<file path="config.mk">
export PLATFORM = sky130hd
export DESIGN_NAME = wrf_csr
export DESIGN_NICKNAME = d
export VERILOG_FILES = /design/src/rtl/core/wrf_pkg.sv /design/src/rtl/core/wrf_csr.sv
export SDC_FILE = /design/constraint.sdc
export NUM_CORES = 1
export LEC_CHECK = 0
export ABC_AREA = 1
export BUFFER_PORTS_ARGS = -buffer_cell sky130_fd_sc_hd__buf_2
export CORE_ASPECT_RATIO = 0.7
export CORE_MARGIN = 4
export CORE_UTILIZATION = 54
export CTS_CLUSTER_DIAMETER = 200
export DETAILED_ROUTE_END_ITERATION = 7
export PLACE_DENSITY = 0.84
export SKIP_LAST_GASP = 1
export SLEW_MARGIN = 30
export SYNTH_ARGS = -nofsm -noshare
export SYNTH_HDL_FRONTEND = slang
export SYNTH_SLANG_ARGS = --single-unit
export TNS_END_PERCENT = 50
</file>
<file path="constraint.sdc">
create_clock -name clock -period 2.65 [get_ports clock]
set_input_delay 0.6625 -clock clock [delete_from_list [all_inputs] [get_ports clock]]
set_output_delay 0.6625 -clock clock [all_outputs]
set_load 0.01 [all_outputs]
</file>
<file path="src/rtl/core/wrf_pkg.sv">
// -----------------------------------------------------------------------------
// wrf_pkg
// Types, constants and score tables shared by the weighted risk fusion core.
// -----------------------------------------------------------------------------
package wrf_pkg;

   localparam int LEVEL_W  = 2;
   localparam int SCORE_W  = 16;
   localparam int TTC_W    = 16;
   localparam int CFG_W    = 16;
   localparam int CSR_IDX_W = 3;

   typedef enum logic [LEVEL_W-1:0] {
      LEVEL_NORMAL    = 2'd0,
      LEVEL_HINT      = 2'd1,
      LEVEL_WARNING   = 2'd2,
      LEVEL_EMERGENCY = 2'd3
   } level_type;

   typedef enum logic [CSR_IDX_W-1:0] {
      CSR_WEIGHT_FRONT        = 3'd0,
      CSR_WEIGHT_REAR         = 3'd1,
      CSR_WEIGHT_DRIVER       = 3'd2,
      CSR_WEIGHT_IMU          = 3'd3,
      CSR_WEIGHT_HEART        = 3'd4,
      CSR_THRESHOLD_EMERGENCY = 3'd5,
      CSR_THRESHOLD_WARNING   = 3'd6,
      CSR_THRESHOLD_BRAKE     = 3'd7
   } csr_index_type;

   // register reset values (Q1.15)
   localparam logic [CFG_W-1:0] RST_WEIGHT_FRONT        = 16'd9830;
   localparam logic [CFG_W-1:0] RST_WEIGHT_REAR         = 16'd6554;
   localparam logic [CFG_W-1:0] RST_WEIGHT_DRIVER       = 16'd6554;
   localparam logic [CFG_W-1:0] RST_WEIGHT_IMU          = 16'd4915;
   localparam logic [CFG_W-1:0] RST_WEIGHT_HEART        = 16'd4915;
   localparam logic [CFG_W-1:0] RST_THRESHOLD_EMERGENCY = 16'd26214;
   localparam logic [CFG_W-1:0] RST_THRESHOLD_WARNING   = 16'd16384;
   localparam logic [CFG_W-1:0] RST_THRESHOLD_BRAKE     = 16'd29491;

   // fused score at or above which the level is at least hint
   localparam logic [SCORE_W-1:0] HINT_MIN_SCORE = 16'd8192;

   // time to collision breakpoints (ms)
   localparam logic [TTC_W-1:0] TTC_FAR_MS     = 16'd6000;
   localparam logic [TTC_W-1:0] TTC_MID_MS     = 16'd3000;
   localparam logic [TTC_W-1:0] TTC_NEAR_MS    = 16'd1500;
   localparam logic [TTC_W-1:0] TTC_INTERP_TOP = 16'd9000;

   localparam logic [SCORE_W-1:0] SCORE_ONE        = 16'd32768;
   localparam logic [SCORE_W-1:0] NEAR_FLOOR_SCORE = 16'd29491;

   // interpolation: (base * (9000 - ttc) + 3000) / 6000
   localparam int INTERP_X_W   = 13;
   localparam int INTERP_NUM_W = 28;
   localparam logic [INTERP_NUM_W-1:0] INTERP_ROUND = 28'd3000;
   // ceil(2^40 / 6000), exact for numerators below 2^28
   localparam int RECIP_6000_SHIFT = 40;
   localparam logic [INTERP_NUM_W-1:0] RECIP_6000 = 28'd183251938;

   // fused sum rounding
   localparam int FUSE_SHIFT = 15;
   localparam int FUSE_SUM_W = 35;
   localparam logic [FUSE_SUM_W-1:0] FUSE_ROUND = 35'd16384;

   // boost: (fused * 13 + 5) / 10, ceil(2^23 / 10) exact below 2^22
   localparam int BOOST_W = 20;
   localparam logic [BOOST_W-1:0] BOOST_MUL   = 20'd13;
   localparam logic [BOOST_W-1:0] BOOST_ROUND = 20'd5;
   localparam int RECIP_10_SHIFT = 23;
   localparam logic [BOOST_W-1:0] RECIP_10 = 20'd838861;

   typedef struct packed {
      logic [CFG_W-1:0] weight_front;
      logic [CFG_W-1:0] weight_rear;
      logic [CFG_W-1:0] weight_driver;
      logic [CFG_W-1:0] weight_imu;
      logic [CFG_W-1:0] weight_heart;
      logic [CFG_W-1:0] threshold_emergency;
      logic [CFG_W-1:0] threshold_warning;
      logic [CFG_W-1:0] threshold_brake;
   } cfg_type;

   typedef struct packed {
      logic [LEVEL_W-1:0] front_level;
      logic [TTC_W-1:0]   front_ttc_ms;
      logic               front_no_collision;
      logic [LEVEL_W-1:0] rear_level;
      logic [LEVEL_W-1:0] driver_level;
      logic [LEVEL_W-1:0] imu_level;
      logic [LEVEL_W-1:0] heart_level;
      logic               imu_abnormal;
   } item_type;

   typedef struct packed {
      logic [SCORE_W-1:0] front_score;
      logic [SCORE_W-1:0] rear_score;
      logic [SCORE_W-1:0] driver_score;
      logic [SCORE_W-1:0] imu_score;
      logic [SCORE_W-1:0] heart_score;
      logic               boost;
      logic               imu_abnormal;
   } score_type;

   typedef struct packed {
      score_type          scores;
      logic [SCORE_W-1:0] fused;
   } fused_type;

   typedef struct packed {
      score_type          scores;
      logic [SCORE_W-1:0] fused_score;
      level_type          overall_level;
      logic               warn_voice;
      logic               warn_vibrate;
      logic               brake_request;
   } result_type;

   function automatic logic [SCORE_W-1:0] level_score(input logic [LEVEL_W-1:0] lvl);
      logic [SCORE_W-1:0] s;
      case (lvl)
         LEVEL_NORMAL:    s = 16'd0;
         LEVEL_HINT:      s = 16'd9830;
         LEVEL_WARNING:   s = 16'd19661;
         LEVEL_EMERGENCY: s = 16'd32768;
         default:         s = 16'd0;
      endcase
      return s;
   endfunction

   // (base * 2 + 5) / 10
   function automatic logic [SCORE_W-1:0] no_coll_score(input logic [LEVEL_W-1:0] lvl);
      logic [SCORE_W-1:0] s;
      case (lvl)
         LEVEL_NORMAL:    s = 16'd0;
         LEVEL_HINT:      s = 16'd1966;
         LEVEL_WARNING:   s = 16'd3932;
         LEVEL_EMERGENCY: s = 16'd6554;
         default:         s = 16'd0;
      endcase
      return s;
   endfunction

   // (base * 3 + 5) / 10
   function automatic logic [SCORE_W-1:0] far_score(input logic [LEVEL_W-1:0] lvl);
      logic [SCORE_W-1:0] s;
      case (lvl)
         LEVEL_NORMAL:    s = 16'd0;
         LEVEL_HINT:      s = 16'd2949;
         LEVEL_WARNING:   s = 16'd5898;
         LEVEL_EMERGENCY: s = 16'd9830;
         default:         s = 16'd0;
      endcase
      return s;
   endfunction

endpackage

</file>
<file path="src/rtl/core/wrf_csr.sv">
// -----------------------------------------------------------------------------
// wrf_csr
// Weight and threshold registers, written through the register channel.
// -----------------------------------------------------------------------------
module wrf_csr (
   input  logic                          clock,
   input  logic                          reset,
   input  logic                          wr_valid,
   output logic                          wr_ready,
   input  logic [wrf_pkg::CSR_IDX_W-1:0] wr_index,
   input  logic [wrf_pkg::CFG_W-1:0]     wr_data,
   output wrf_pkg::cfg_type              cfg
);

   wrf_pkg::cfg_type cfg_ff, cfg_in;

   assign wr_ready = 1'b1;
   assign cfg      = cfg_ff;

   always_comb begin
      cfg_in = cfg_ff;
      if (wr_valid) begin
         case (wrf_pkg::csr_index_type'(wr_index))
            wrf_pkg::CSR_WEIGHT_FRONT:        cfg_in.weight_front        = wr_data;
            wrf_pkg::CSR_WEIGHT_REAR:         cfg_in.weight_rear         = wr_data;
            wrf_pkg::CSR_WEIGHT_DRIVER:       cfg_in.weight_driver       = wr_data;
            wrf_pkg::CSR_WEIGHT_IMU:          cfg_in.weight_imu          = wr_data;
            wrf_pkg::CSR_WEIGHT_HEART:        cfg_in.weight_heart        = wr_data;
            wrf_pkg::CSR_THRESHOLD_EMERGENCY: cfg_in.threshold_emergency = wr_data;
            wrf_pkg::CSR_THRESHOLD_WARNING:   cfg_in.threshold_warning   = wr_data;
            wrf_pkg::CSR_THRESHOLD_BRAKE:     cfg_in.threshold_brake     = wr_data;
            default: ;
         endcase
      end
   end

   always_ff @(posedge clock) begin
      if (reset) begin
         cfg_ff.weight_front        <= wrf_pkg::RST_WEIGHT_FRONT;
         cfg_ff.weight_rear         <= wrf_pkg::RST_WEIGHT_REAR;
         cfg_ff.weight_driver       <= wrf_pkg::RST_WEIGHT_DRIVER;
         cfg_ff.weight_imu          <= wrf_pkg::RST_WEIGHT_IMU;
         cfg_ff.weight_heart        <= wrf_pkg::RST_WEIGHT_HEART;
         cfg_ff.threshold_emergency <= wrf_pkg::RST_THRESHOLD_EMERGENCY;
         cfg_ff.threshold_warning   <= wrf_pkg::RST_THRESHOLD_WARNING;
         cfg_ff.threshold_brake     <= wrf_pkg::RST_THRESHOLD_BRAKE;
      end else begin
         cfg_ff <= cfg_in;
      end
   end

endmodule

</file>
==> flow_summary.json <==
{
  "total_power_w": 0.00492,
  "antenna_left": 0,
  "port_buffers": 149,
  "maxSlewViolCount": 0,
  "required_ns": 3.00,
  "synthCells": 673,
  "min_period_over_period_pct": 72.5,
  "power.density_nw_per_um2": 781,
  "min_period_ns": 1.92,
  "area_growth_pct": 31.0,
  "seqPwrFrac_pct": 41.4,
  "outcome": "completed",
  "gp_congestion": 0.825,
  "syn-cell-area_um2": 4800,
  "grt_usage_pct": 29.6,
  "fp.coreArea_um2": 8550,
  "path_clk_slew_ns": 0.06,
  "dieArea_um2": 10500,
  "p_leak_nw": 3.14,
  "syn_nets": 695,
  "htreeDepth": 4,
  "finalClockSkew_ns": 0,
  "die_w_um": 121,
  "placed_cells": 921,
  "reg2regPathDepth": 2,
  "overflow": 0,
  "seq_area_frac_synth_pct": 53.3,
  "grt_first_pass_wirelength_um": 24000,
  "setup_viol": 0,
  "cp-end-kind": "flop",
  "p_comb_share_pct": 8.5,
  "holdPathStages": 2,
  "hold_viol": 0,
  "worst_hold_path_type": "flop to flop",
  "syn_avg_cell_area_um2": 7.14,
  "cts-root-buf": "clkbuf_16",
  "cts_buffer_depth": 2,
  "postPlaceCellArea_um2": 5660,
  "insertedDiodeCount": 0,
  "final_cells": 953,
  "numCtsBuffers": 17,
  "hold_buffers": 0,
  "ir_drop_uv": 508,
  "numClockSinks": 128,
  "cp.arrival_ns": 2.27,
  "tightest_slew_ns": 0.735,
  "cts_resized": 0,
  "clkPwrFrac_pct": 50.2,
  "vias_per_cell": 5.30,
  "route.detailed.drc": 0,
  "ys_types": 13,
  "path_max_fanout": 21,
  "io_pins": 151,
  "setup-tns-final_ns": 0,
  "rsz0062_at_grt": "no",
  "wl_per_cell_um": 15.9,
  "clock_latency_ns": 0.41,
  "rows": 28,
  "grt_max_degree": 46,
  "dp_hpwl_um": 10300,
  "wirelength_um": 15100,
  "p_int_w": 0.00373,
  "power_switching_w": 0.00119,
  "fmaxAchievable_mhz": 520,
  "firstDrtPassIters": 5,
  "swShare_pct": 24.2,
  "ys_warn_count": 0,
  "largest_register_ffs": 128,
  "max_cap_violations": 0,
  "final_common_cell": "nand2_1",
  "crit_type": "input port to flop",
  "antenna_found_initial": 0,
  "mostFrequentLayoutCells": "nand2_1, nor2_1, buf_2",
  "startpoint_type": "input port",
  "die_h_um": 86.9,
  "ys_ff_latch": 128,
  "drive_gt1_share_pct": 24.4,
  "slew_headroom_pct": 51.0,
  "design_area_um2": 6290,
  "first_global_vias": 4864,
  "fin_nets": 842,
  "initial_core_util_pct": 56.2,
  "whs_ns": 0.457,
  "route.vias.total": 5053,
  "post_cts_buffers": 0,
  "drt_iter0_drc": 584,
  "cts_tree": "built"
}
## stage by stage
stage,utilization (%),setup WS [ns]
final,73.6,0.727
after global routing,73.6,0.618
after CTS,73.6,0.748
after detailed placement,66.3,0.407
after global placement,66.2,0.531
after floorplan,-,1.16
## cells by family after synthesis
family / Yosys count / share of synthesized area (%)
AND/OR/NAND/NOR: 482 / 41.0
flip-flops: 128 / 53.3
buffers and inverters: 61 / 5.50
AO/OA/AOI/OAI: 1 / 0.104
other: 1 / 0.0781
## routing by layer
layer | track usage, % | routed length [um] | up-vias
li1 | - | - | 2404
met1 | 36.8 | 6170 | 2307
met2 | 47.6 | 7010 | 300
met3 | 9.55 | 1560 | 42
met4 | 13.3 | 385 | 0
met5 | 0 | 0 | -
## power by group through the flow
stage | Combinational [W] | Sequential [W] | Clock (W)
2_1_floorplan | 0.000207 | 0.00210 | 0
3_3_place_gp | 0.000395 | 0.00207 | 0
3_5_place_dp | 0.000409 | 0.00207 | 0
4_1_cts | 0.000414 | 0.00203 | 0.00247
5_1_grt | 0.000459 | 0.00204 | 0.00257
6_report | 0.000416 | 0.00203 | 0.00247
## worst max-delay path: stages
cell	delay [ns]
buf_2	0.12
nand2_1	0.20
clkinv_1	0.56
nand2_1	0.49
nand2_1	0.12
nand3_1	0.12
## area by class of cell
| class | count | area, um2 |
|---|---|---|
| clock buffers | 18 | 439 |
| clock inverters | 14 | 190 |
| fillers | 679 | 2250 |
| inverters | 24 | 91.3 |
| multi-input cells | 484 | 1980 |
| flip-flops and latches | 128 | 2560 |
| well taps | 120 | 150 |
| repair buffers | 165 | 878 |
## worst paths after layout
| kind | start | end | slack, ns |
|---|---|---|---|
| worst max-delay path | wr_index[2] | cfg[42] | 0.73 |
| worst min-delay path | cfg[4] | cfg[4] | 0.46 |
| worst max register to register | cfg[59] | cfg[59] | 2.01 |
| worst min register to register | cfg[4] | cfg[4] | 0.46 |
## cells in the mapped netlist
| cell | n | area share [%] |
|---|---|---|
| buf_2 | 10 | 1.0 |
| nor2_1 | 159 | 12 |
| buf_1 | 4 | 0.31 |
| inv_1 | 21 | 1.6 |
| clkbuf_1 | 17 | 1.3 |
| conb_1 | 1 | 0.078 |
| dfxtp_1 | 128 | 53 |
| nor2_2 | 3 | 0.39 |
| buf_4 | 6 | 0.94 |
| o21ai_0 | 1 | 0.10 |
| nand3_1 | 121 | 13 |
| clkinv_1 | 3 | 0.23 |
| nand2_1 | 199 | 16 |
(Power assumes the default switching activity.)
