--- src/rtl/core/wrf_pkg.sv ---
// -----------------------------------------------------------------------------
// wrf_pkg
// Types, constants and score tables shared by the weighted risk fusion core.
// -----------------------------------------------------------------------------
package wrf_pkg;

   localparam int LEVEL_W  = 2;
   localparam int SCORE_W  = 16;
   localparam int TTC_W    = 16;
   localparam int CFG_W    = 16;
   localparam int CSR_IDX_W = 3;

   typedef enum logic [LEVEL_W-1:0] {
      LEVEL_NORMAL    = 2'd0,
      LEVEL_HINT      = 2'd1,
      LEVEL_WARNING   = 2'd2,
      LEVEL_EMERGENCY = 2'd3
   } level_type;

   typedef enum logic [CSR_IDX_W-1:0] {
      CSR_WEIGHT_FRONT        = 3'd0,
      CSR_WEIGHT_REAR         = 3'd1,
      CSR_WEIGHT_DRIVER       = 3'd2,
      CSR_WEIGHT_IMU          = 3'd3,
      CSR_WEIGHT_HEART        = 3'd4,
      CSR_THRESHOLD_EMERGENCY = 3'd5,
      CSR_THRESHOLD_WARNING   = 3'd6,
      CSR_THRESHOLD_BRAKE     = 3'd7
   } csr_index_type;

   // register reset values (Q1.15)
   localparam logic [CFG_W-1:0] RST_WEIGHT_FRONT        = 16'd9830;
   localparam logic [CFG_W-1:0] RST_WEIGHT_REAR         = 16'd6554;
   localparam logic [CFG_W-1:0] RST_WEIGHT_DRIVER       = 16'd6554;
   localparam logic [CFG_W-1:0] RST_WEIGHT_IMU          = 16'd4915;
   localparam logic [CFG_W-1:0] RST_WEIGHT_HEART        = 16'd4915;
   localparam logic [CFG_W-1:0] RST_THRESHOLD_EMERGENCY = 16'd26214;
   localparam logic [CFG_W-1:0] RST_THRESHOLD_WARNING   = 16'd16384;
   localparam logic [CFG_W-1:0] RST_THRESHOLD_BRAKE     = 16'd29491;

   // fused score at or above which the level is at least hint
   localparam logic [SCORE_W-1:0] HINT_MIN_SCORE = 16'd8192;

   // time to collision breakpoints (ms)
   localparam logic [TTC_W-1:0] TTC_FAR_MS     = 16'd6000;
   localparam logic [TTC_W-1:0] TTC_MID_MS     = 16'd3000;
   localparam logic [TTC_W-1:0] TTC_NEAR_MS    = 16'd1500;
   localparam logic [TTC_W-1:0] TTC_INTERP_TOP = 16'd9000;

   localparam logic [SCORE_W-1:0] SCORE_ONE        = 16'd32768;
   localparam logic [SCORE_W-1:0] NEAR_FLOOR_SCORE = 16'd29491;

   // interpolation: (base * (9000 - ttc) + 3000) / 6000
   localparam int INTERP_X_W   = 13;
   localparam int INTERP_NUM_W = 28;
   localparam logic [INTERP_NUM_W-1:0] INTERP_ROUND = 28'd3000;
   // ceil(2^40 / 6000), exact for numerators below 2^28
   localparam int RECIP_6000_SHIFT = 40;
   localparam logic [INTERP_NUM_W-1:0] RECIP_6000 = 28'd183251938;

   // fused sum rounding
   localparam int FUSE_SHIFT = 15;
   localparam int FUSE_SUM_W = 35;
   localparam logic [FUSE_SUM_W-1:0] FUSE_ROUND = 35'd16384;

   // boost: (fused * 13 + 5) / 10, ceil(2^23 / 10) exact below 2^22
   localparam int BOOST_W = 20;
   localparam logic [BOOST_W-1:0] BOOST_MUL   = 20'd13;
   localparam logic [BOOST_W-1:0] BOOST_ROUND = 20'd5;
   localparam int RECIP_10_SHIFT = 23;
   localparam logic [BOOST_W-1:0] RECIP_10 = 20'd838861;

   typedef struct packed {
      logic [CFG_W-1:0] weight_front;
      logic [CFG_W-1:0] weight_rear;
      logic [CFG_W-1:0] weight_driver;
      logic [CFG_W-1:0] weight_imu;
      logic [CFG_W-1:0] weight_heart;
      logic [CFG_W-1:0] threshold_emergency;
      logic [CFG_W-1:0] threshold_warning;
      logic [CFG_W-1:0] threshold_brake;
   } cfg_type;

   typedef struct packed {
      logic [LEVEL_W-1:0] front_level;
      logic [TTC_W-1:0]   front_ttc_ms;
      logic               front_no_collision;
      logic [LEVEL_W-1:0] rear_level;
      logic [LEVEL_W-1:0] driver_level;
      logic [LEVEL_W-1:0] imu_level;
      logic [LEVEL_W-1:0] heart_level;
      logic               imu_abnormal;
   } item_type;

   typedef struct packed {
      logic [SCORE_W-1:0] front_score;
      logic [SCORE_W-1:0] rear_score;
      logic [SCORE_W-1:0] driver_score;
      logic [SCORE_W-1:0] imu_score;
      logic [SCORE_W-1:0] heart_score;
      logic               boost;
      logic               imu_abnormal;
   } score_type;

   typedef struct packed {
      score_type          scores;
      logic [SCORE_W-1:0] fused;
   } fused_type;

   typedef struct packed {
      score_type          scores;
      logic [SCORE_W-1:0] fused_score;
      level_type          overall_level;
      logic               warn_voice;
      logic               warn_vibrate;
      logic               brake_request;
   } result_type;

   function automatic logic [SCORE_W-1:0] level_score(input logic [LEVEL_W-1:0] lvl);
      logic [SCORE_W-1:0] s;
      case (lvl)
         LEVEL_NORMAL:    s = 16'd0;
         LEVEL_HINT:      s = 16'd9830;
         LEVEL_WARNING:   s = 16'd19661;
         LEVEL_EMERGENCY: s = 16'd32768;
         default:         s = 16'd0;
      endcase
      return s;
   endfunction

   // (base * 2 + 5) / 10
   function automatic logic [SCORE_W-1:0] no_coll_score(input logic [LEVEL_W-1:0] lvl);
      logic [SCORE_W-1:0] s;
      case (lvl)
         LEVEL_NORMAL:    s = 16'd0;
         LEVEL_HINT:      s = 16'd1966;
         LEVEL_WARNING:   s = 16'd3932;
         LEVEL_EMERGENCY: s = 16'd6554;
         default:         s = 16'd0;
      endcase
      return s;
   endfunction

   // (base * 3 + 5) / 10
   function automatic logic [SCORE_W-1:0] far_score(input logic [LEVEL_W-1:0] lvl);
      logic [SCORE_W-1:0] s;
      case (lvl)
         LEVEL_NORMAL:    s = 16'd0;
         LEVEL_HINT:      s = 16'd2949;
         LEVEL_WARNING:   s = 16'd5898;
         LEVEL_EMERGENCY: s = 16'd9830;
         default:         s = 16'd0;
      endcase
      return s;
   endfunction

endpackage

--- src/rtl/core/wrf_fuse.sv ---
// -----------------------------------------------------------------------------
// wrf_fuse
// Stages 3-4: five weighted products, rounded sum saturated to 16 bits.
// -----------------------------------------------------------------------------
module wrf_fuse (
   input  logic               clock,
   input  logic               reset,
   input  wrf_pkg::cfg_type   cfg,
   input  logic               in_valid,
   output logic               in_ready,
   input  wrf_pkg::score_type in_scores,
   output logic               out_valid,
   input  logic               out_ready,
   output wrf_pkg::fused_type out_fused
);

   localparam int PROD_W = wrf_pkg::CFG_W + wrf_pkg::SCORE_W;
   localparam int NUM_TERMS = 5;

   logic [PROD_W-1:0]             prod_ff [NUM_TERMS];
   logic [PROD_W-1:0]             prod_in [NUM_TERMS];
   wrf_pkg::score_type            c_scores_ff;
   logic                          c_valid_ff;
   logic                          c_ready;
   wrf_pkg::fused_type            d_ff, d_in;
   logic                          d_valid_ff;
   logic                          d_ready;

   logic [wrf_pkg::FUSE_SUM_W-1:0] sum;
   logic [wrf_pkg::FUSE_SUM_W-1:0] shifted;

   assign c_ready  = !c_valid_ff || d_ready;
   assign d_ready  = !d_valid_ff || out_ready;
   assign in_ready = c_ready;

   always_comb begin
      prod_in[0] = {{wrf_pkg::SCORE_W{1'b0}}, cfg.weight_front} *
                   {{wrf_pkg::CFG_W{1'b0}}, in_scores.front_score};
      prod_in[1] = {{wrf_pkg::SCORE_W{1'b0}}, cfg.weight_rear} *
                   {{wrf_pkg::CFG_W{1'b0}}, in_scores.rear_score};
      prod_in[2] = {{wrf_pkg::SCORE_W{1'b0}}, cfg.weight_driver} *
                   {{wrf_pkg::CFG_W{1'b0}}, in_scores.driver_score};
      prod_in[3] = {{wrf_pkg::SCORE_W{1'b0}}, cfg.weight_imu} *
                   {{wrf_pkg::CFG_W{1'b0}}, in_scores.imu_score};
      prod_in[4] = {{wrf_pkg::SCORE_W{1'b0}}, cfg.weight_heart} *
                   {{wrf_pkg::CFG_W{1'b0}}, in_scores.heart_score};
   end

   always_comb begin
      sum = wrf_pkg::FUSE_ROUND;
      for (int i = 0; i < NUM_TERMS; i++) begin
         sum = sum + {{(wrf_pkg::FUSE_SUM_W - PROD_W){1'b0}}, prod_ff[i]};
      end
      shifted = sum >> wrf_pkg::FUSE_SHIFT;
      d_in.scores = c_scores_ff;
      if (|shifted[wrf_pkg::FUSE_SUM_W-1:wrf_pkg::SCORE_W]) begin
         d_in.fused = {wrf_pkg::SCORE_W{1'b1}};
      end else begin
         d_in.fused = shifted[wrf_pkg::SCORE_W-1:0];
      end
   end

   always_ff @(posedge clock) begin
      if (reset) begin
         c_valid_ff <= 1'b0;
         d_valid_ff <= 1'b0;
      end else begin
         if (c_ready) c_valid_ff <= in_valid;
         if (d_ready) d_valid_ff <= c_valid_ff;
      end
   end

   always_ff @(posedge clock) begin
      if (c_ready) begin
         prod_ff     <= prod_in;
         c_scores_ff <= in_scores;
      end
      if (d_ready) d_ff <= d_in;
   end

   assign out_valid = d_valid_ff;
   assign out_fused = d_ff;

endmodule

--- config.mk ---
export PLATFORM = sky130hd
export DESIGN_NAME = wrf_fuse
export DESIGN_NICKNAME = d
export VERILOG_FILES = /design/src/rtl/core/wrf_pkg.sv /design/src/rtl/core/wrf_fuse.sv
export SDC_FILE = /design/constraint.sdc
export NUM_CORES = 2
export LEC_CHECK = 0
export BUFFER_PORTS_ARGS = -buffer_cell sky130_fd_sc_hd__buf_2
export CORE_MARGIN = 2
export CORE_UTILIZATION = 23
export DETAILED_ROUTE_END_ITERATION = 6
export PLACE_DENSITY_LB_ADDON = 0.1
export SYNTH_ARGS = -nofsm -noshare
export SYNTH_HDL_FRONTEND = slang
export SYNTH_SLANG_ARGS = --single-unit
--- constraint.sdc ---
create_clock -name clock -period 11.7 [get_ports clock]
set_input_delay 2.34 -clock clock [delete_from_list [all_inputs] [get_ports clock]]
set_output_delay 2.34 -clock clock [all_outputs]
set_load 0.01 [all_outputs]
==> results.py <==
metrics = {
    "grt": {
        "grt_antenna_before_repair": 8,
        "grt_first_pass_wirelength_um": 259000,
        "grt_max_degree": 64,
        "overflow": 0,
        "first_global_vias": 41300,
        "grt_usage_pct": 13.9,
    },
    "placement": {
        "dp_cells": 8832,
        "dpl.hpwl_um": 130000,
        "io_buffers": 265,
        "gp_congestion": 0.780,
    },
    "finish": {
        "final_core_util_pct": 25.9,
        "layout_common_cells": "inv_1, fa_1, nand2_1",
        "layout_commonest_cell": "inv_1",
        "stdcell_count": 8932,
        "fill_cells": 26000,
        "multiInputGateArea_um2": 40000,
        "nets": 7560,
        "drive_gt1_share_pct": 6.48,
        "area_growth_pct": 11.6,
        "seqCellArea_um2": 10200,
    },
    "status": {
        "status": "finished, final reports clean",
    },
    "detailed_routing": {
        "first_pass_iters": 5,
        "drt-vias-per-instance": 4.11,
        "drt-total-wl_um": 167000,
        "ant_nets": 0,
        "vias": 36700,
        "wire_per_inst_um": 18.6,
        "dr.first_iter.drc_count": 1354,
        "drc_errors": 0,
    },
    "clock_network": {
        "post-cts-setup-buffers": 0,
        "htree_levels": 2,
        "cts_made_buffers": 50,
        "clk_latency_ns": 0.70,
        "cts_max_path_buffers": 3,
        "cts.repair.resized": 0,
        "cts.root.buffer_cell": "clkbuf_16",
        "cts_tree": "done",
        "cts.sinks": 342,
        "postCtsHoldBufs": 0,
        "cts.clk_slew.worst_paths_ns": 0.06,
    },
    "timing": {
        "finalCritPeriodShare_pct": 71.5,
        "finClkSkew_ns": 0.0352,
        "relSlewSlack_pct": 38.9,
        "hold_viol": 0,
        "fmax_mhz": 119,
        "tightest_slew_ns": 0.917,
        "setup_viol": 0,
        "fin_crit_ns": 8.37,
        "final.setup.tns_ns": 0,
        "rsz0062_at_grt": "false",
        "drv_slew": 0,
    },
    "yosys": {
        "yosys_register_bits": 342,
        "syn_inst": 5540,
        "ys_seq_area_share_pct": 18.4,
        "yosysWarnings": 0,
        "synth.avg_cell_area_um2": 10.1,
        "synth_enable_flop_cells": 340,
        "synth_cell_types": 62,
        "syn_nets": 7401,
        "synth_area_um2": 55800,
        "synthArstFlopShare_pct": 0,
        "synthFlopType": "edfxtp_1",
    },
    "worst_setup_path": {
        "required_ns": 12.19,
        "cp_data_arrival_time_ns": 8.86,
        "cp_max_fo": 16,
        "cp-end-kind": "register",
        "startpoint_type": "primary input",
        "path_class": "in2reg",
    },
    "floorplanning": {
        "die_h_um": 497,
        "die_w_um": 497,
        "rows": 180,
        "initial_utilization_pct": 23.2,
        "io_pins": 314,
        "coreArea_um2": 241000,
        "die_area_um2": 247000,
    },
    "flow_run": {
        "max_cap_violations": 0,
    },
    "hold_path": {
        "hold_class": "reg2reg",
    },
}
[metal layers]
layer	track usage [%]	routed length [um]
met1	18.8	76500
met5	0	27
met4	2.65	2790
met2	24.1	82400
met3	1.36	4860
[synthesized netlist by cell type (6+ instances only)]
cell type | instances | area [um2]
a211o_1 | 6 | 52.6
a211oi_1 | 19 | 143
a21o_1 | 75 | 563
a21oi_1 | 117 | 586
a31oi_1 | 10 | 62.6
and2_1 | 603 | 3770
and3_1 | 12 | 75.1
clkbuf_1 | 163 | 612
edfxtp_1 | 340 | 10200
fa_1 | 1064 | 21300
ha_1 | 583 | 7290
inv_1 | 1313 | 4930
nand2_1 | 744 | 2790
nand2b_1 | 17 | 106
nand3_1 | 17 | 85.1
nand4_1 | 9 | 56.3
nor2_1 | 74 | 278
nor2b_1 | 16 | 100
nor3_1 | 10 | 50.1
o2111ai_1 | 7 | 61.3
o21a_1 | 13 | 97.6
o21ai_0 | 54 | 270
o21ai_1 | 7 | 35.0
o21bai_1 | 24 | 180
or2_2 | 7 | 43.8
or3_1 | 6 | 37.5
xnor2_1 | 113 | 990
xor2_1 | 44 | 385
[path summary, 6_finish.rpt]
path                        startpoint                     endpoint  slack, ns  depth (start not counted)
min          c_scores_ff[45]$_DFFE_PP_      out_fused[61]$_DFFE_PP_       0.41                          0
max reg2reg      prod_ff[48]$_DFFE_PP_  out_fused[15]$_SDFFCE_PP1P_       6.65                         16
min reg2reg  c_scores_ff[45]$_DFFE_PP_      out_fused[61]$_DFFE_PP_       0.41                          0
max                           cfg[107]       prod_ff[126]$_DFFE_PP_       3.33                         22
[flip-flops by register name, summed over array words and instances (netlist names)]
name and cells:
c_scores_ff 82, out_valid 1, out_fused 98, c_valid_ff 1, prod_ff 160
[worst max-delay path: stages]
cell and delay (ns):
buf_2 0.43, nand2_1 0.16, fa_1 0.53, fa_1 0.48
fa_1 0.55, inv_1 0.06, fa_1 0.51, fa_1 0.49
inv_1 0.05, fa_1 0.56, inv_1 0.06, ha_1 0.38
a21o_1 0.21, a21o_1 0.16, a21oi_1 0.17, o21ai_1 0.11
a211oi_1 0.56, o31ai_1 0.21, a41o_1 0.29, a21oi_1 0.16
o21bai_1 0.09, xor2_1 0.26
[kinds of logic after synthesis]
logic type,after synthesis,synth area share [%]
AO/OA/AOI/OAI,381,4.48
XOR/XNOR,157,2.46
adder cells (fa/ha/maj),1647,51.2
buffers and inverters,1477,9.94
flip-flops,342,18.4
AND/OR/NAND/NOR,1536,13.6
[final cells by class]
type	count	area share, %
clock buffer	59	2.06
timing repair buffer	271	2.20
antenna	7	0.0281
clock inverter	34	0.701
inverter	1313	7.92
tap	3185	6.39
multi-input combinational	3721	64.3
sequential	342	16.4
[metrics by stage]
step	worst slack (ns)	hold WS, ns	area [um2]
6_report	3.33	0.409	62300
5_1_grt	2.87	0.411	62300
4_1_cts	3.33	0.401	62300
3_5_place_dp	2.54	0.405	60600
3_3_place_gp	2.58	0.400	60600
2_1_floorplan	1.83	0.400	55800
Power is not shown: default switching activity piles up to over one toggle a cycle in this logic, so the estimate is an artifact.
