<file path="src/rtl/core/wrf_pkg.sv">
// -----------------------------------------------------------------------------
// wrf_pkg
// Types, constants and score tables shared by the weighted risk fusion core.
// -----------------------------------------------------------------------------
package wrf_pkg;

   localparam int LEVEL_W  = 2;
   localparam int SCORE_W  = 16;
   localparam int TTC_W    = 16;
   localparam int CFG_W    = 16;
   localparam int CSR_IDX_W = 3;

   typedef enum logic [LEVEL_W-1:0] {
      LEVEL_NORMAL    = 2'd0,
      LEVEL_HINT      = 2'd1,
      LEVEL_WARNING   = 2'd2,
      LEVEL_EMERGENCY = 2'd3
   } level_type;

   typedef enum logic [CSR_IDX_W-1:0] {
      CSR_WEIGHT_FRONT        = 3'd0,
      CSR_WEIGHT_REAR         = 3'd1,
      CSR_WEIGHT_DRIVER       = 3'd2,
      CSR_WEIGHT_IMU          = 3'd3,
      CSR_WEIGHT_HEART        = 3'd4,
      CSR_THRESHOLD_EMERGENCY = 3'd5,
      CSR_THRESHOLD_WARNING   = 3'd6,
      CSR_THRESHOLD_BRAKE     = 3'd7
   } csr_index_type;

   // register reset values (Q1.15)
   localparam logic [CFG_W-1:0] RST_WEIGHT_FRONT        = 16'd9830;
   localparam logic [CFG_W-1:0] RST_WEIGHT_REAR         = 16'd6554;
   localparam logic [CFG_W-1:0] RST_WEIGHT_DRIVER       = 16'd6554;
   localparam logic [CFG_W-1:0] RST_WEIGHT_IMU          = 16'd4915;
   localparam logic [CFG_W-1:0] RST_WEIGHT_HEART        = 16'd4915;
   localparam logic [CFG_W-1:0] RST_THRESHOLD_EMERGENCY = 16'd26214;
   localparam logic [CFG_W-1:0] RST_THRESHOLD_WARNING   = 16'd16384;
   localparam logic [CFG_W-1:0] RST_THRESHOLD_BRAKE     = 16'd29491;

   // fused score at or above which the level is at least hint
   localparam logic [SCORE_W-1:0] HINT_MIN_SCORE = 16'd8192;

   // time to collision breakpoints (ms)
   localparam logic [TTC_W-1:0] TTC_FAR_MS     = 16'd6000;
   localparam logic [TTC_W-1:0] TTC_MID_MS     = 16'd3000;
   localparam logic [TTC_W-1:0] TTC_NEAR_MS    = 16'd1500;
   localparam logic [TTC_W-1:0] TTC_INTERP_TOP = 16'd9000;

   localparam logic [SCORE_W-1:0] SCORE_ONE        = 16'd32768;
   localparam logic [SCORE_W-1:0] NEAR_FLOOR_SCORE = 16'd29491;

   // interpolation: (base * (9000 - ttc) + 3000) / 6000
   localparam int INTERP_X_W   = 13;
   localparam int INTERP_NUM_W = 28;
   localparam logic [INTERP_NUM_W-1:0] INTERP_ROUND = 28'd3000;
   // ceil(2^40 / 6000), exact for numerators below 2^28
   localparam int RECIP_6000_SHIFT = 40;
   localparam logic [INTERP_NUM_W-1:0] RECIP_6000 = 28'd183251938;

   // fused sum rounding
   localparam int FUSE_SHIFT = 15;
   localparam int FUSE_SUM_W = 35;
   localparam logic [FUSE_SUM_W-1:0] FUSE_ROUND = 35'd16384;

   // boost: (fused * 13 + 5) / 10, ceil(2^23 / 10) exact below 2^22
   localparam int BOOST_W = 20;
   localparam logic [BOOST_W-1:0] BOOST_MUL   = 20'd13;
   localparam logic [BOOST_W-1:0] BOOST_ROUND = 20'd5;
   localparam int RECIP_10_SHIFT = 23;
   localparam logic [BOOST_W-1:0] RECIP_10 = 20'd838861;

   typedef struct packed {
      logic [CFG_W-1:0] weight_front;
      logic [CFG_W-1:0] weight_rear;
      logic [CFG_W-1:0] weight_driver;
      logic [CFG_W-1:0] weight_imu;
      logic [CFG_W-1:0] weight_heart;
      logic [CFG_W-1:0] threshold_emergency;
      logic [CFG_W-1:0] threshold_warning;
      logic [CFG_W-1:0] threshold_brake;
   } cfg_type;

   typedef struct packed {
      logic [LEVEL_W-1:0] front_level;
      logic [TTC_W-1:0]   front_ttc_ms;
      logic               front_no_collision;
      logic [LEVEL_W-1:0] rear_level;
      logic [LEVEL_W-1:0] driver_level;
      logic [LEVEL_W-1:0] imu_level;
      logic [LEVEL_W-1:0] heart_level;
      logic               imu_abnormal;
   } item_type;

   typedef struct packed {
      logic [SCORE_W-1:0] front_score;
      logic [SCORE_W-1:0] rear_score;
      logic [SCORE_W-1:0] driver_score;
      logic [SCORE_W-1:0] imu_score;
      logic [SCORE_W-1:0] heart_score;
      logic               boost;
      logic               imu_abnormal;
   } score_type;

   typedef struct packed {
      score_type          scores;
      logic [SCORE_W-1:0] fused;
   } fused_type;

   typedef struct packed {
      score_type          scores;
      logic [SCORE_W-1:0] fused_score;
      level_type          overall_level;
      logic               warn_voice;
      logic               warn_vibrate;
      logic               brake_request;
   } result_type;

   function automatic logic [SCORE_W-1:0] level_score(input logic [LEVEL_W-1:0] lvl);
      logic [SCORE_W-1:0] s;
      case (lvl)
         LEVEL_NORMAL:    s = 16'd0;
         LEVEL_HINT:      s = 16'd9830;
         LEVEL_WARNING:   s = 16'd19661;
         LEVEL_EMERGENCY: s = 16'd32768;
         default:         s = 16'd0;
      endcase
      return s;
   endfunction

   // (base * 2 + 5) / 10
   function automatic logic [SCORE_W-1:0] no_coll_score(input logic [LEVEL_W-1:0] lvl);
      logic [SCORE_W-1:0] s;
      case (lvl)
         LEVEL_NORMAL:    s = 16'd0;
         LEVEL_HINT:      s = 16'd1966;
         LEVEL_WARNING:   s = 16'd3932;
         LEVEL_EMERGENCY: s = 16'd6554;
         default:         s = 16'd0;
      endcase
      return s;
   endfunction

   // (base * 3 + 5) / 10
   function automatic logic [SCORE_W-1:0] far_score(input logic [LEVEL_W-1:0] lvl);
      logic [SCORE_W-1:0] s;
      case (lvl)
         LEVEL_NORMAL:    s = 16'd0;
         LEVEL_HINT:      s = 16'd2949;
         LEVEL_WARNING:   s = 16'd5898;
         LEVEL_EMERGENCY: s = 16'd9830;
         default:         s = 16'd0;
      endcase
      return s;
   endfunction

endpackage

</file>
<file path="src/rtl/core/wrf_decide.sv">
// -----------------------------------------------------------------------------
// wrf_decide
// Stages 5-6: driver/heart boost, level thresholds and warning flags.
// Stage 6 is the response output register.
// -----------------------------------------------------------------------------
module wrf_decide #(
   parameter logic [wrf_pkg::SCORE_W-1:0] HINT_MIN_SCORE = wrf_pkg::HINT_MIN_SCORE
) (
   input  logic                clock,
   input  logic                reset,
   input  wrf_pkg::cfg_type    cfg,
   input  logic                in_valid,
   output logic                in_ready,
   input  wrf_pkg::fused_type  in_fused,
   output logic                out_valid,
   input  logic                out_ready,
   output wrf_pkg::result_type out_result
);

   localparam int PROD_W = 2 * wrf_pkg::BOOST_W;
   localparam int QUOT_W = PROD_W - wrf_pkg::RECIP_10_SHIFT;

   logic [PROD_W-1:0]          e_prod_ff, e_prod_in;
   wrf_pkg::fused_type         e_ff;
   logic                       e_valid_ff;
   logic                       e_ready;
   wrf_pkg::result_type        f_ff, f_in;
   logic                       f_valid_ff;
   logic                       f_ready;

   logic [wrf_pkg::BOOST_W-1:0] boost_num;
   logic [QUOT_W-1:0]           boost_quot;
   logic [wrf_pkg::SCORE_W-1:0] final_score;

   assign e_ready  = !e_valid_ff || f_ready;
   assign f_ready  = !f_valid_ff || out_ready;
   assign in_ready = e_ready;

   // stage 5: (fused * 13 + 5) times reciprocal of 10
   always_comb begin
      boost_num = {{(wrf_pkg::BOOST_W - wrf_pkg::SCORE_W){1'b0}}, in_fused.fused} *
                  wrf_pkg::BOOST_MUL + wrf_pkg::BOOST_ROUND;
      e_prod_in = {{wrf_pkg::BOOST_W{1'b0}}, boost_num} *
                  {{wrf_pkg::BOOST_W{1'b0}}, wrf_pkg::RECIP_10};
   end

   // stage 6: cap, thresholds, flags
   always_comb begin
      boost_quot = e_prod_ff[PROD_W-1:wrf_pkg::RECIP_10_SHIFT];
      if (!e_ff.scores.boost) begin
         final_score = e_ff.fused;
      end else if (boost_quot > {{(QUOT_W - wrf_pkg::SCORE_W){1'b0}}, wrf_pkg::SCORE_ONE}) begin
         final_score = wrf_pkg::SCORE_ONE;
      end else begin
         final_score = boost_quot[wrf_pkg::SCORE_W-1:0];
      end

      f_in.scores      = e_ff.scores;
      f_in.fused_score = final_score;
      if (final_score >= cfg.threshold_emergency) begin
         f_in.overall_level = wrf_pkg::LEVEL_EMERGENCY;
      end else if (final_score >= cfg.threshold_warning) begin
         f_in.overall_level = wrf_pkg::LEVEL_WARNING;
      end else if (final_score >= HINT_MIN_SCORE) begin
         f_in.overall_level = wrf_pkg::LEVEL_HINT;
      end else begin
         f_in.overall_level = wrf_pkg::LEVEL_NORMAL;
      end
      f_in.warn_voice    = (f_in.overall_level != wrf_pkg::LEVEL_NORMAL);
      f_in.warn_vibrate  = (f_in.overall_level == wrf_pkg::LEVEL_WARNING) ||
                           (f_in.overall_level == wrf_pkg::LEVEL_EMERGENCY);
      f_in.brake_request = (final_score >= cfg.threshold_brake) && !e_ff.scores.imu_abnormal;
   end

   always_ff @(posedge clock) begin
      if (reset) begin
         e_valid_ff <= 1'b0;
         f_valid_ff <= 1'b0;
      end else begin
         if (e_ready) e_valid_ff <= in_valid;
         if (f_ready) f_valid_ff <= e_valid_ff;
      end
   end

   always_ff @(posedge clock) begin
      if (e_ready) begin
         e_prod_ff <= e_prod_in;
         e_ff      <= in_fused;
      end
      if (f_ready) f_ff <= f_in;
   end

   assign out_valid  = f_valid_ff;
   assign out_result = f_ff;

endmodule

</file>
<file path="config.mk">
export PLATFORM = sky130hd
export DESIGN_NAME = wrf_decide
export DESIGN_NICKNAME = d
export VERILOG_FILES = /design/src/rtl/core/wrf_pkg.sv /design/src/rtl/core/wrf_decide.sv
export SDC_FILE = /design/constraint.sdc
export NUM_CORES = 1
export LEC_CHECK = 0
export ABC_AREA = 1
export ABC_CLOCK_PERIOD_IN_PS = 9100
export CAP_MARGIN = 0
export CORE_MARGIN = 2
export CORE_UTILIZATION = 50
export DETAILED_ROUTE_END_ITERATION = 8
export DONT_BUFFER_PORTS = 1
export GPL_ROUTABILITY_DRIVEN = 0
export GPL_TIMING_DRIVEN = 0
export SETUP_SLACK_MARGIN = 0.02
export SLEW_MARGIN = 20
export SYNTH_ARGS = -nofsm -noshare
export SYNTH_HDL_FRONTEND = slang
export SYNTH_SLANG_ARGS = --single-unit
</file>
<file path="constraint.sdc">
create_clock -name clock -period 9.1 [get_ports clock]
set_input_delay 0.455 -clock clock [delete_from_list [all_inputs] [get_ports clock]]
set_output_delay 0.455 -clock clock [all_outputs]
set_load 0.03 [all_outputs]
</file>
==> summary.txt <==
Max FO, Critical Path: 8
Post-CTS Setup Repair Bufs: 0
critical path launch point: in_fused[0]
Nets: 2,618
vias per cell: 5.09
delay-heaviest family, CP: adder cells
router iterations before antenna repair: 5
mean post-synth cell area: 9.85 um^2
gr ovfl total: 0
core footprint: 36,400 um^2
Final period util: 91.8%
library cells used by synthesis: 40
most frequent cell on the critical path: nand2_1
clock tree buffer depth: 3
fmax: 120 MHz
Least-Margin Pin Slew: 0.903 ns
Util after Layout: 55.6%
detailed placement HPWL: 36,200 um
unrepaired setup endpoints after global routing: no
startpoint types: primary input
Synth area leaders: edfxtp_1 (35%), ha_1 (20%), fa_1 (16%)
final hold viol count: 0
synth cell count leaders: inv_1 (482), nand2_1 (351), ha_1 (297)
Clk pin slew, worst setup/hold paths: 0.06 ns
Setup crit end kind: flip-flop
WP buf/inv: 3
predominant post-synthesis flop cell: edfxtp_1
Worst EP required: 9.36 ns
GRT Total Usage: 22.5%
slowest cell delay on critical path: 0.73 ns
Die Ht: 196 um
die area: 38,400 um^2
# rows: 70
EDFF count, synth: 217
vias in the first global route: 12,700
Die W: 196 um
leading area contributor after synthesis: edfxtp_1
pre-CTS setup slack: 0.256 ns
Seq cells post-synth: 219
worst hold start: in_fused[51]
post-route ant nets: 0
CP Class: primary input to flip-flop
CTS Buf Count: 23
async set-reset flop share out of synthesis: 0%
Final Setup Violations: 0
Post-Route WL: 42,300 um
Seq/Total Area, Yosys: 35.6%
DRC errors left: 0
CP arrival: 8.62 ns
final worst slack: 0.742 ns
Max-slew headroom: 39.4%
total negative slack: 0 ns
synth warn: 0
share of layout cells above drive strength 1: 3.38%
worst r2r src: e_prod_ff[30]$_DFFE_PP_
IO Pins: 335
Hold Path Class: primary input to flip-flop
Initial DRC Count: 594
Skew-Pair Late Insertion Delay: 0.52 ns
IO Port Bufs: 0
global-route wire length before repair: 66,200 um
WL per Instance: 17.5 um
CTS tree: yes
diodes inserted: 0
post-synth top area share: 35.4%
largest net degree at the start of global routing: 55
syn_nets: 2,546
clk_skew: 0.00895 ns
initial antenna violation count: 0
Mapped Cells: 1,868
CP max-delay cell: xor2_1
DR vias: 12,300
Final min period: 8.36 ns
clock sink total: 219
post-synth design cell area: 18,400 um^2
count leader, synth: inv_1
Max Cap Viol: 0
H-tree levels: 1
initial core utilization: 50.5%
status: finished clean
area delta synth->final: 10.1%
root buffer cell: clkbuf_16
fin. max-slew vios: 0
routing by layer:
metal  routed length (um)  global-route usage (%)  up-vias
met5                    0                       0        -
met4                  983                    6.29        0
met3                 2440                    3.54       58
met2                20800                    39.8      328
met1                18100                    28.7     5876
li1                     -                       -     6080
stage by stage:
step,std cells,hold WS [ns],area [um^2]
2_1_floorplan,1868,0.400,18400
3_3_place_gp,2336,0.400,19000
3_5_place_dp,2339,0.405,19100
4_1_cts,2380,0.000904,19800
5_1_grt,2423,0.000181,20300
6_report,2423,0.0305,20300
final timing paths:
check	to	cells past startpoint	slack, ns
worst max-delay path	e_prod_ff[38]$_DFFE_PP_	28	0.74
worst min register to register	out_result[84]$_DFFE_PP_	0	0.42
worst max register to register	out_result[2]$_DFFE_PP_	16	6.34
worst min-delay path	e_ff[51]$_DFFE_PP_	0	0.03
layout make-up:
type / instances / area (um^2)
Fill cell: 3278 / 16200
Multi-Input combinational cell: 1158 / 10000
Sequential cell: 219 / 6560
Inverter: 485 / 1820
Clock buffer: 28 / 594
Tap cell: 468 / 586
Timing Repair Buffer: 47 / 523
Clock inverter: 12 / 138
Buffer: 6 / 30.0
what timing repair did:
| action | CTS | global route |
|---|---|---|
| gates resized for setup | 0 | 0 |
| hold endpoints to repair | 2 | 43 |
| hold buffers | 1 | 43 |
registers in the layout, summed over array words and instances, names as in the netlist:
name	cells
e_prod_ff	17
e_ff	98
out_valid	1
out_result	102
e_valid_ff	1
layout by cell type, fill, tap and decap left out, types with 2 or more instances in the layout:
cell,instances
inv_1,482
nand2_1,350
ha_1,297
edfxtp_1,217
fa_1,151
nor2_1,86
nand3_1,72
a21oi_1,70
dlygate4sd3_1,44
o21ai_0,28
clkbuf_16,23
nor3_1,15
nand4_1,14
xor2_1,14
xnor2_1,10
o21bai_1,8
nor2_2,6
clkbuf_1,6
nand2_2,4
o21a_1,4
buf_2,3
o21ai_1,3
nand3_2,3
clkinv_1,3
a21o_1,3
clkinv_2,3
buf_16,3
xor2_2,2
a31oi_1,2
o21ai_2,2
and2_1,2
inv_2,2
nand3b_1,2
clkinvlp_4,2
bufinv_16,2
dfxtp_1,2
cell families after synthesis:
group | share of synthesized area (%)
XOR/XNOR | 1.32
AND/OR/NAND/NOR | 12.7
flip-flops | 35.6
adder cells (fa/ha/maj) | 36.6
buffers and inverters | 10.1
AO/OA/AOI/OAI | 3.67
worst register-to-register path, cell delays in order (launching register included):
cell and delay (ns):
edfxtp_1 0.40, nor2_1 0.12, nand2_1 0.06, nor2_1 0.09
nand2_1 0.05, nand2_1 0.14, buf_2 0.23, nand3_1 0.13
nand2_1 0.22, ha_1 0.30, a21oi_1 0.15, o21a_1 0.15
nand2_1 0.08, nand2_1 0.06, nand3_1 0.09, nor2_1 0.16
nand2_1 0.07
Power is not shown: default switching activity piles up to over one toggle a cycle in this logic, so the estimate is an artifact.
