===== config.mk =====
export PLATFORM = sky130hd
export DESIGN_NAME = wrf_front
export DESIGN_NICKNAME = d
export VERILOG_FILES = /design/src/rtl/core/wrf_pkg.sv /design/src/rtl/core/wrf_front.sv
export SDC_FILE = /design/constraint.sdc
export NUM_CORES = 1
export LEC_CHECK = 0
export BUFFER_PORTS_ARGS = -buffer_cell sky130_fd_sc_hd__buf_4
export CORE_MARGIN = 8
export CORE_UTILIZATION = 60
export DETAILED_ROUTE_END_ITERATION = 7
export PLACE_DENSITY_LB_ADDON = 0.15
export SKIP_CTS_REPAIR_TIMING = 1
export SLEW_MARGIN = 20
export SYNTH_ARGS = -nofsm -noshare
export SYNTH_HDL_FRONTEND = slang
export SYNTH_SLANG_ARGS = --single-unit

===== constraint.sdc =====
create_clock -name clock -period 12.05 [get_ports clock]
set_input_delay 2.41 -clock clock [delete_from_list [all_inputs] [get_ports clock]]
set_output_delay 2.41 -clock clock [all_outputs]
set_load 0.01 [all_outputs]

===== src/rtl/core/wrf_pkg.sv =====
// -----------------------------------------------------------------------------
// wrf_pkg
// Types, constants and score tables shared by the weighted risk fusion core.
// -----------------------------------------------------------------------------
package wrf_pkg;

   localparam int LEVEL_W  = 2;
   localparam int SCORE_W  = 16;
   localparam int TTC_W    = 16;
   localparam int CFG_W    = 16;
   localparam int CSR_IDX_W = 3;

   typedef enum logic [LEVEL_W-1:0] {
      LEVEL_NORMAL    = 2'd0,
      LEVEL_HINT      = 2'd1,
      LEVEL_WARNING   = 2'd2,
      LEVEL_EMERGENCY = 2'd3
   } level_type;

   typedef enum logic [CSR_IDX_W-1:0] {
      CSR_WEIGHT_FRONT        = 3'd0,
      CSR_WEIGHT_REAR         = 3'd1,
      CSR_WEIGHT_DRIVER       = 3'd2,
      CSR_WEIGHT_IMU          = 3'd3,
      CSR_WEIGHT_HEART        = 3'd4,
      CSR_THRESHOLD_EMERGENCY = 3'd5,
      CSR_THRESHOLD_WARNING   = 3'd6,
      CSR_THRESHOLD_BRAKE     = 3'd7
   } csr_index_type;

   // register reset values (Q1.15)
   localparam logic [CFG_W-1:0] RST_WEIGHT_FRONT        = 16'd9830;
   localparam logic [CFG_W-1:0] RST_WEIGHT_REAR         = 16'd6554;
   localparam logic [CFG_W-1:0] RST_WEIGHT_DRIVER       = 16'd6554;
   localparam logic [CFG_W-1:0] RST_WEIGHT_IMU          = 16'd4915;
   localparam logic [CFG_W-1:0] RST_WEIGHT_HEART        = 16'd4915;
   localparam logic [CFG_W-1:0] RST_THRESHOLD_EMERGENCY = 16'd26214;
   localparam logic [CFG_W-1:0] RST_THRESHOLD_WARNING   = 16'd16384;
   localparam logic [CFG_W-1:0] RST_THRESHOLD_BRAKE     = 16'd29491;

   // fused score at or above which the level is at least hint
   localparam logic [SCORE_W-1:0] HINT_MIN_SCORE = 16'd8192;

   // time to collision breakpoints (ms)
   localparam logic [TTC_W-1:0] TTC_FAR_MS     = 16'd6000;
   localparam logic [TTC_W-1:0] TTC_MID_MS     = 16'd3000;
   localparam logic [TTC_W-1:0] TTC_NEAR_MS    = 16'd1500;
   localparam logic [TTC_W-1:0] TTC_INTERP_TOP = 16'd9000;

   localparam logic [SCORE_W-1:0] SCORE_ONE        = 16'd32768;
   localparam logic [SCORE_W-1:0] NEAR_FLOOR_SCORE = 16'd29491;

   // interpolation: (base * (9000 - ttc) + 3000) / 6000
   localparam int INTERP_X_W   = 13;
   localparam int INTERP_NUM_W = 28;
   localparam logic [INTERP_NUM_W-1:0] INTERP_ROUND = 28'd3000;
   // ceil(2^40 / 6000), exact for numerators below 2^28
   localparam int RECIP_6000_SHIFT = 40;
   localparam logic [INTERP_NUM_W-1:0] RECIP_6000 = 28'd183251938;

   // fused sum rounding
   localparam int FUSE_SHIFT = 15;
   localparam int FUSE_SUM_W = 35;
   localparam logic [FUSE_SUM_W-1:0] FUSE_ROUND = 35'd16384;

   // boost: (fused * 13 + 5) / 10, ceil(2^23 / 10) exact below 2^22
   localparam int BOOST_W = 20;
   localparam logic [BOOST_W-1:0] BOOST_MUL   = 20'd13;
   localparam logic [BOOST_W-1:0] BOOST_ROUND = 20'd5;
   localparam int RECIP_10_SHIFT = 23;
   localparam logic [BOOST_W-1:0] RECIP_10 = 20'd838861;

   typedef struct packed {
      logic [CFG_W-1:0] weight_front;
      logic [CFG_W-1:0] weight_rear;
      logic [CFG_W-1:0] weight_driver;
      logic [CFG_W-1:0] weight_imu;
      logic [CFG_W-1:0] weight_heart;
      logic [CFG_W-1:0] threshold_emergency;
      logic [CFG_W-1:0] threshold_warning;
      logic [CFG_W-1:0] threshold_brake;
   } cfg_type;

   typedef struct packed {
      logic [LEVEL_W-1:0] front_level;
      logic [TTC_W-1:0]   front_ttc_ms;
      logic               front_no_collision;
      logic [LEVEL_W-1:0] rear_level;
      logic [LEVEL_W-1:0] driver_level;
      logic [LEVEL_W-1:0] imu_level;
      logic [LEVEL_W-1:0] heart_level;
      logic               imu_abnormal;
   } item_type;

   typedef struct packed {
      logic [SCORE_W-1:0] front_score;
      logic [SCORE_W-1:0] rear_score;
      logic [SCORE_W-1:0] driver_score;
      logic [SCORE_W-1:0] imu_score;
      logic [SCORE_W-1:0] heart_score;
      logic               boost;
      logic               imu_abnormal;
   } score_type;

   typedef struct packed {
      score_type          scores;
      logic [SCORE_W-1:0] fused;
   } fused_type;

   typedef struct packed {
      score_type          scores;
      logic [SCORE_W-1:0] fused_score;
      level_type          overall_level;
      logic               warn_voice;
      logic               warn_vibrate;
      logic               brake_request;
   } result_type;

   function automatic logic [SCORE_W-1:0] level_score(input logic [LEVEL_W-1:0] lvl);
      logic [SCORE_W-1:0] s;
      case (lvl)
         LEVEL_NORMAL:    s = 16'd0;
         LEVEL_HINT:      s = 16'd9830;
         LEVEL_WARNING:   s = 16'd19661;
         LEVEL_EMERGENCY: s = 16'd32768;
         default:         s = 16'd0;
      endcase
      return s;
   endfunction

   // (base * 2 + 5) / 10
   function automatic logic [SCORE_W-1:0] no_coll_score(input logic [LEVEL_W-1:0] lvl);
      logic [SCORE_W-1:0] s;
      case (lvl)
         LEVEL_NORMAL:    s = 16'd0;
         LEVEL_HINT:      s = 16'd1966;
         LEVEL_WARNING:   s = 16'd3932;
         LEVEL_EMERGENCY: s = 16'd6554;
         default:         s = 16'd0;
      endcase
      return s;
   endfunction

   // (base * 3 + 5) / 10
   function automatic logic [SCORE_W-1:0] far_score(input logic [LEVEL_W-1:0] lvl);
      logic [SCORE_W-1:0] s;
      case (lvl)
         LEVEL_NORMAL:    s = 16'd0;
         LEVEL_HINT:      s = 16'd2949;
         LEVEL_WARNING:   s = 16'd5898;
         LEVEL_EMERGENCY: s = 16'd9830;
         default:         s = 16'd0;
      endcase
      return s;
   endfunction

endpackage


===== src/rtl/core/wrf_front.sv =====
// -----------------------------------------------------------------------------
// wrf_front
// Stages 1-2: level scores, front score modulation by time to collision.
// -----------------------------------------------------------------------------
module wrf_front (
   input  logic               clock,
   input  logic               reset,
   input  logic               in_valid,
   output logic               in_ready,
   input  wrf_pkg::item_type  in_item,
   output logic               out_valid,
   input  logic               out_ready,
   output wrf_pkg::score_type out_scores
);

   typedef struct packed {
      wrf_pkg::score_type                  scores;   // front_score holds the fixed value
      logic                                use_interp;
      logic [wrf_pkg::INTERP_NUM_W-1:0]    interp_num;
   } front_stage_type;

   localparam int PROD_W = 2 * wrf_pkg::INTERP_NUM_W;

   front_stage_type                   a_ff, a_in;
   logic                              a_valid_ff;
   logic                              a_ready;
   wrf_pkg::score_type                b_ff, b_in;
   logic                              b_valid_ff;
   logic                              b_ready;

   logic [wrf_pkg::SCORE_W-1:0]       base;
   logic [wrf_pkg::TTC_W-1:0]         ttc_gap;
   logic [PROD_W-1:0]                 quot_prod;

   assign a_ready  = !a_valid_ff || b_ready;
   assign b_ready  = !b_valid_ff || out_ready;
   assign in_ready = a_ready;

   // stage 1: table lookups, range select, interpolation numerator
   always_comb begin
      base    = wrf_pkg::level_score(in_item.front_level);
      ttc_gap = wrf_pkg::TTC_INTERP_TOP - in_item.front_ttc_ms;

      a_in.scores.rear_score   = wrf_pkg::level_score(in_item.rear_level);
      a_in.scores.driver_score = wrf_pkg::level_score(in_item.driver_level);
      a_in.scores.imu_score    = wrf_pkg::level_score(in_item.imu_level);
      a_in.scores.heart_score  = wrf_pkg::level_score(in_item.heart_level);
      a_in.scores.boost        = in_item.driver_level[1] && in_item.heart_level[1];
      a_in.scores.imu_abnormal = in_item.imu_abnormal;
      a_in.use_interp          = 1'b0;
      a_in.interp_num = ({{(wrf_pkg::INTERP_NUM_W - wrf_pkg::SCORE_W){1'b0}}, base} *
                         {{(wrf_pkg::INTERP_NUM_W - wrf_pkg::INTERP_X_W){1'b0}},
                          ttc_gap[wrf_pkg::INTERP_X_W-1:0]}) + wrf_pkg::INTERP_ROUND;

      if (in_item.front_no_collision) begin
         a_in.scores.front_score = wrf_pkg::no_coll_score(in_item.front_level);
      end else if (in_item.front_ttc_ms > wrf_pkg::TTC_FAR_MS) begin
         a_in.scores.front_score = wrf_pkg::far_score(in_item.front_level);
      end else if (in_item.front_ttc_ms > wrf_pkg::TTC_MID_MS) begin
         a_in.scores.front_score = base;
         a_in.use_interp         = 1'b1;
      end else if (in_item.front_ttc_ms > wrf_pkg::TTC_NEAR_MS) begin
         a_in.scores.front_score = base;
      end else if (in_item.front_level == wrf_pkg::LEVEL_EMERGENCY) begin
         a_in.scores.front_score = wrf_pkg::SCORE_ONE;
      end else begin
         a_in.scores.front_score = wrf_pkg::NEAR_FLOOR_SCORE;
      end
   end

   // stage 2: divide by 6000 through reciprocal multiply
   always_comb begin
      quot_prod = {{wrf_pkg::INTERP_NUM_W{1'b0}}, a_ff.interp_num} *
                  {{wrf_pkg::INTERP_NUM_W{1'b0}}, wrf_pkg::RECIP_6000};
      b_in = a_ff.scores;
      if (a_ff.use_interp) begin
         b_in.front_score = quot_prod[wrf_pkg::RECIP_6000_SHIFT +: wrf_pkg::SCORE_W];
      end
   end

   always_ff @(posedge clock) begin
      if (reset) begin
         a_valid_ff <= 1'b0;
         b_valid_ff <= 1'b0;
      end else begin
         if (a_ready) a_valid_ff <= in_valid;
         if (b_ready) b_valid_ff <= a_valid_ff;
      end
   end

   always_ff @(posedge clock) begin
      if (a_ready) a_ff <= a_in;
      if (b_ready) b_ff <= b_in;
   end

   assign out_valid  = b_valid_ff;
   assign out_scores = b_ff;

endmodule


==> impl_metrics.toml <==
[finish]
final_net_count = 3117
drive_gt1_share_pct = 6.69
diodes = 0
area_growth_pct = 5.82

[sta]
relSlewSlack_pct = 34.3
finalHoldViolations = 0
setup-tns-final_ns = 0
report.final.setup_viol = 0
fmaxAchievable_ghz = 0.112
timing_max_transition_violations_final = 0
final_min_period_over_clock_period_pct = 74.0
worstMarginPinSlew_ns = 0.976
worst_clock_skew_ns = 0.0276
fin_crit_ns = 8.92
rsz0062_at_grt = "false"

[critical_path]
cpMostUsedCell = "sky130_fd_sc_hd__fa_1"
startpoint = "in_item[12]"
critical_path.startpoint_type = "input port"
worst_setup_path_class = "in -> reg"
rr_endpoint = "out_scores[66]$_DFFE_PP_"
rr_worst_depth = 19
cp_top_family = "adder cells"
critPathArrivalTime_ns = 9.01
worstSetupEndpointType = "flip-flop"
worstPathBufferInverterCount = 6
required_ns = 12.15
critical-path-max-stage-delay_ns = 0.56
crit_fanout = 5
critical_path.slowest_cell = "sky130_fd_sc_hd__a2111oi_0"
regToRegStartpoint = "a_ff[16]$_DFFE_PP_"
reg2reg_setup_slack_ns = 4.32

[cts]
cts_clk_pin_slew_worst_paths_ns = 0.07
ctsLongestPathBuffers = 2
latest_clock_arrival_within_the_worst_skew_pair_ns = 0.37
cts_root_buf = "sky130_fd_sc_hd__clkbuf_16"
clock_sink_count = 99
tritoncts_clock_tree = "yes"
cts_inserted_buffers = 9
cts-htree-levels = 3

[synth]
library_cell_with_the_highest_instance_count_after_synthesis = "sky130_fd_sc_hd__inv_1"
netlist.area_leader.share_pct = 37.4
postSynthAreaPerCell_um2 = 10.4
synth.distinct_cells = 75
synthesis.instances = 2193
synth-main-ff-cell = "sky130_fd_sc_hd__edfxtp_1"
yosys_register_bits = 99
synth-seq-area-share_pct = 13.0
netlist_area_um2 = 22700
yosys-top-cells-count = "sky130_fd_sc_hd__inv_1 (660), sky130_fd_sc_hd__fa_1 (424), sky130_fd_sc_hd__ha_1 (408)"
post-synth-top-area-cell = "sky130_fd_sc_hd__fa_1"
async_reset_ff_share_pct = 0
yosysWarningCount = 0
synth.top_cells.by_area = "sky130_fd_sc_hd__fa_1 (37%), sky130_fd_sc_hd__ha_1 (22%), sky130_fd_sc_hd__edfxtp_1 (13%)"
synth-edff-count = 97

[routing]
totalWireLength_mm = 52.3
routed-via-count = 14700
drt_pass1_iterations = 5
routed_via_density = 5.31
drc = 0
antenna_violating_nets_post_route = 0
routed_wire_length_per_instance_um = 18.9
drt-initial-drc-count = 623

[min_path]
worstHoldEndpoint = "out_scores[65]$_DFFE_PP_"
worst_hold_startpoint = "a_ff[94]$_DFFE_PP_"
worst_hold_path_type = "reg -> reg"
min_delay_path_depth = 0

[placement]
io_buffer_count = 103
place_hpwl_mm = 46.3
gp_congestion = 0.982

[grt]
number_of_global_route_vias_before_repair = 16600
antenna_found_initial = 0
grt_use_total_pct = 24.8
maximum_number_of_pins_on_one_net_before_global_route_repair = 64
grt_overflow = 0
global_route_wire_length_before_repair_mm = 85.8

[die]
fp.dieW_um = 211
core-area_um2 = 37500
chipHeight_um = 211
initial_utilization_pct = 60.6
rows = 71
pin_count = 116
die_area_um2 = 44300

[job]
max-cap-violations = 0

[outcome]
run_status = "completed"
## worst max-delay path by stage
stage	end	slack (ns)	depth (start not counted)
after global routing	a_ff[27]$_DFFE_PP_	2.74	27
final	a_ff[27]$_DFFE_PP_	3.13	27
after CTS	a_ff[27]$_DFFE_PP_	3.09	25
after floorplan	a_ff[27]$_DFFE_PP_	3.48	24
after detailed placement	a_ff[27]$_DFFE_PP_	2.71	25
after global placement	a_ff[27]$_DFFE_PP_	2.78	25
## cell type report
type                       count  area [um2]
inverter                     660        2480
timing repair buffer         106         796
clock buffer                   9         225
tap                          511         639
sequential                    99        2950
clock inverter                 7        68.8
multi-input combinational   1377       16900
fill                        3076       13400
## metrics by stage
stage | instance area (um2) | std cells | setup WS [ns] | util, % | hold slack (ns)
floorplan | 22800 | 2204 | 3.48 | - | 0.400
global placement | 23700 | 2753 | 2.78 | 63.3 | 0.401
detailed placement | 23700 | 2753 | 2.71 | 63.3 | 0.405
CTS | 24000 | 2769 | 3.09 | 64.1 | 0.421
global route | 24000 | 2769 | 2.74 | 64.1 | 0.429
finish | 24000 | 2769 | 3.13 | 64.1 | 0.419
## state kept, by name, summed over array words and instances (netlist names)
| signal | cells |
|---|---|
| a_valid_ff | 1 |
| out_scores | 34 |
| out_valid | 1 |
| a_ff | 63 |
## worst register-to-register path, delay by kind of cell (launching register included)
kind	cells	cell delay, ns
buffers and inverters	2	0.11
AND/OR/NAND/NOR	1	0.78
XOR/XNOR	1	0.18
flip-flops	1	0.87
AO/OA/AOI/OAI	6	1.39
adder cells (fa/ha/maj)	8	3.84
multiplexers	1	0.31
## placed cells by master (no fill, tap or decap), drive strengths merged, types with 4 or more instances in the layout
cell type / count
and2: 24
and3: 6
o21ai: 48
o2111ai: 4
ha: 408
clkbuf: 9
nor4: 7
o31ai: 7
nand4: 7
nand3: 23
nand2b: 15
nor2: 59
fa: 424
xor2: 15
xnor2: 27
buf: 106
edfxtp: 97
mux2: 7
a21o: 28
a31oi: 10
nand2: 63
clkinv: 4
a21oi: 70
or3: 4
nor3: 19
a211oi: 10
conb: 12
inv: 663
or2: 4
o21bai: 7
nor2b: 21
## kinds of logic (layout without fill, tap and decap cells)
group                    count (synthesis)  count (layout)  synth area share, %
buffers and inverters                  728             782                 12.9
AO/OA/AOI/OAI                          220             220                 6.37
flip-flops                              99              99                 13.0
XOR/XNOR                                42              42                 1.62
other                                    1              12               0.0165
AND/OR/NAND/NOR                        262             262                 5.84
multiplexers                             9               9                0.435
adder cells (fa/ha/maj)                832             832                 59.8
## routing by layer
layer  vias to the layer above  track usage, %  part of all wire [%]
met2                       328            44.0                    51
met4                         0            8.54                   3.2
met5                         -               0                     0
met3                        75            2.48                   3.7
met1                      7382            31.5                    42
li1                       6911               -                     -
Power is not shown: default switching activity piles up to over one toggle a cycle in this logic, so the estimate is an artifact.
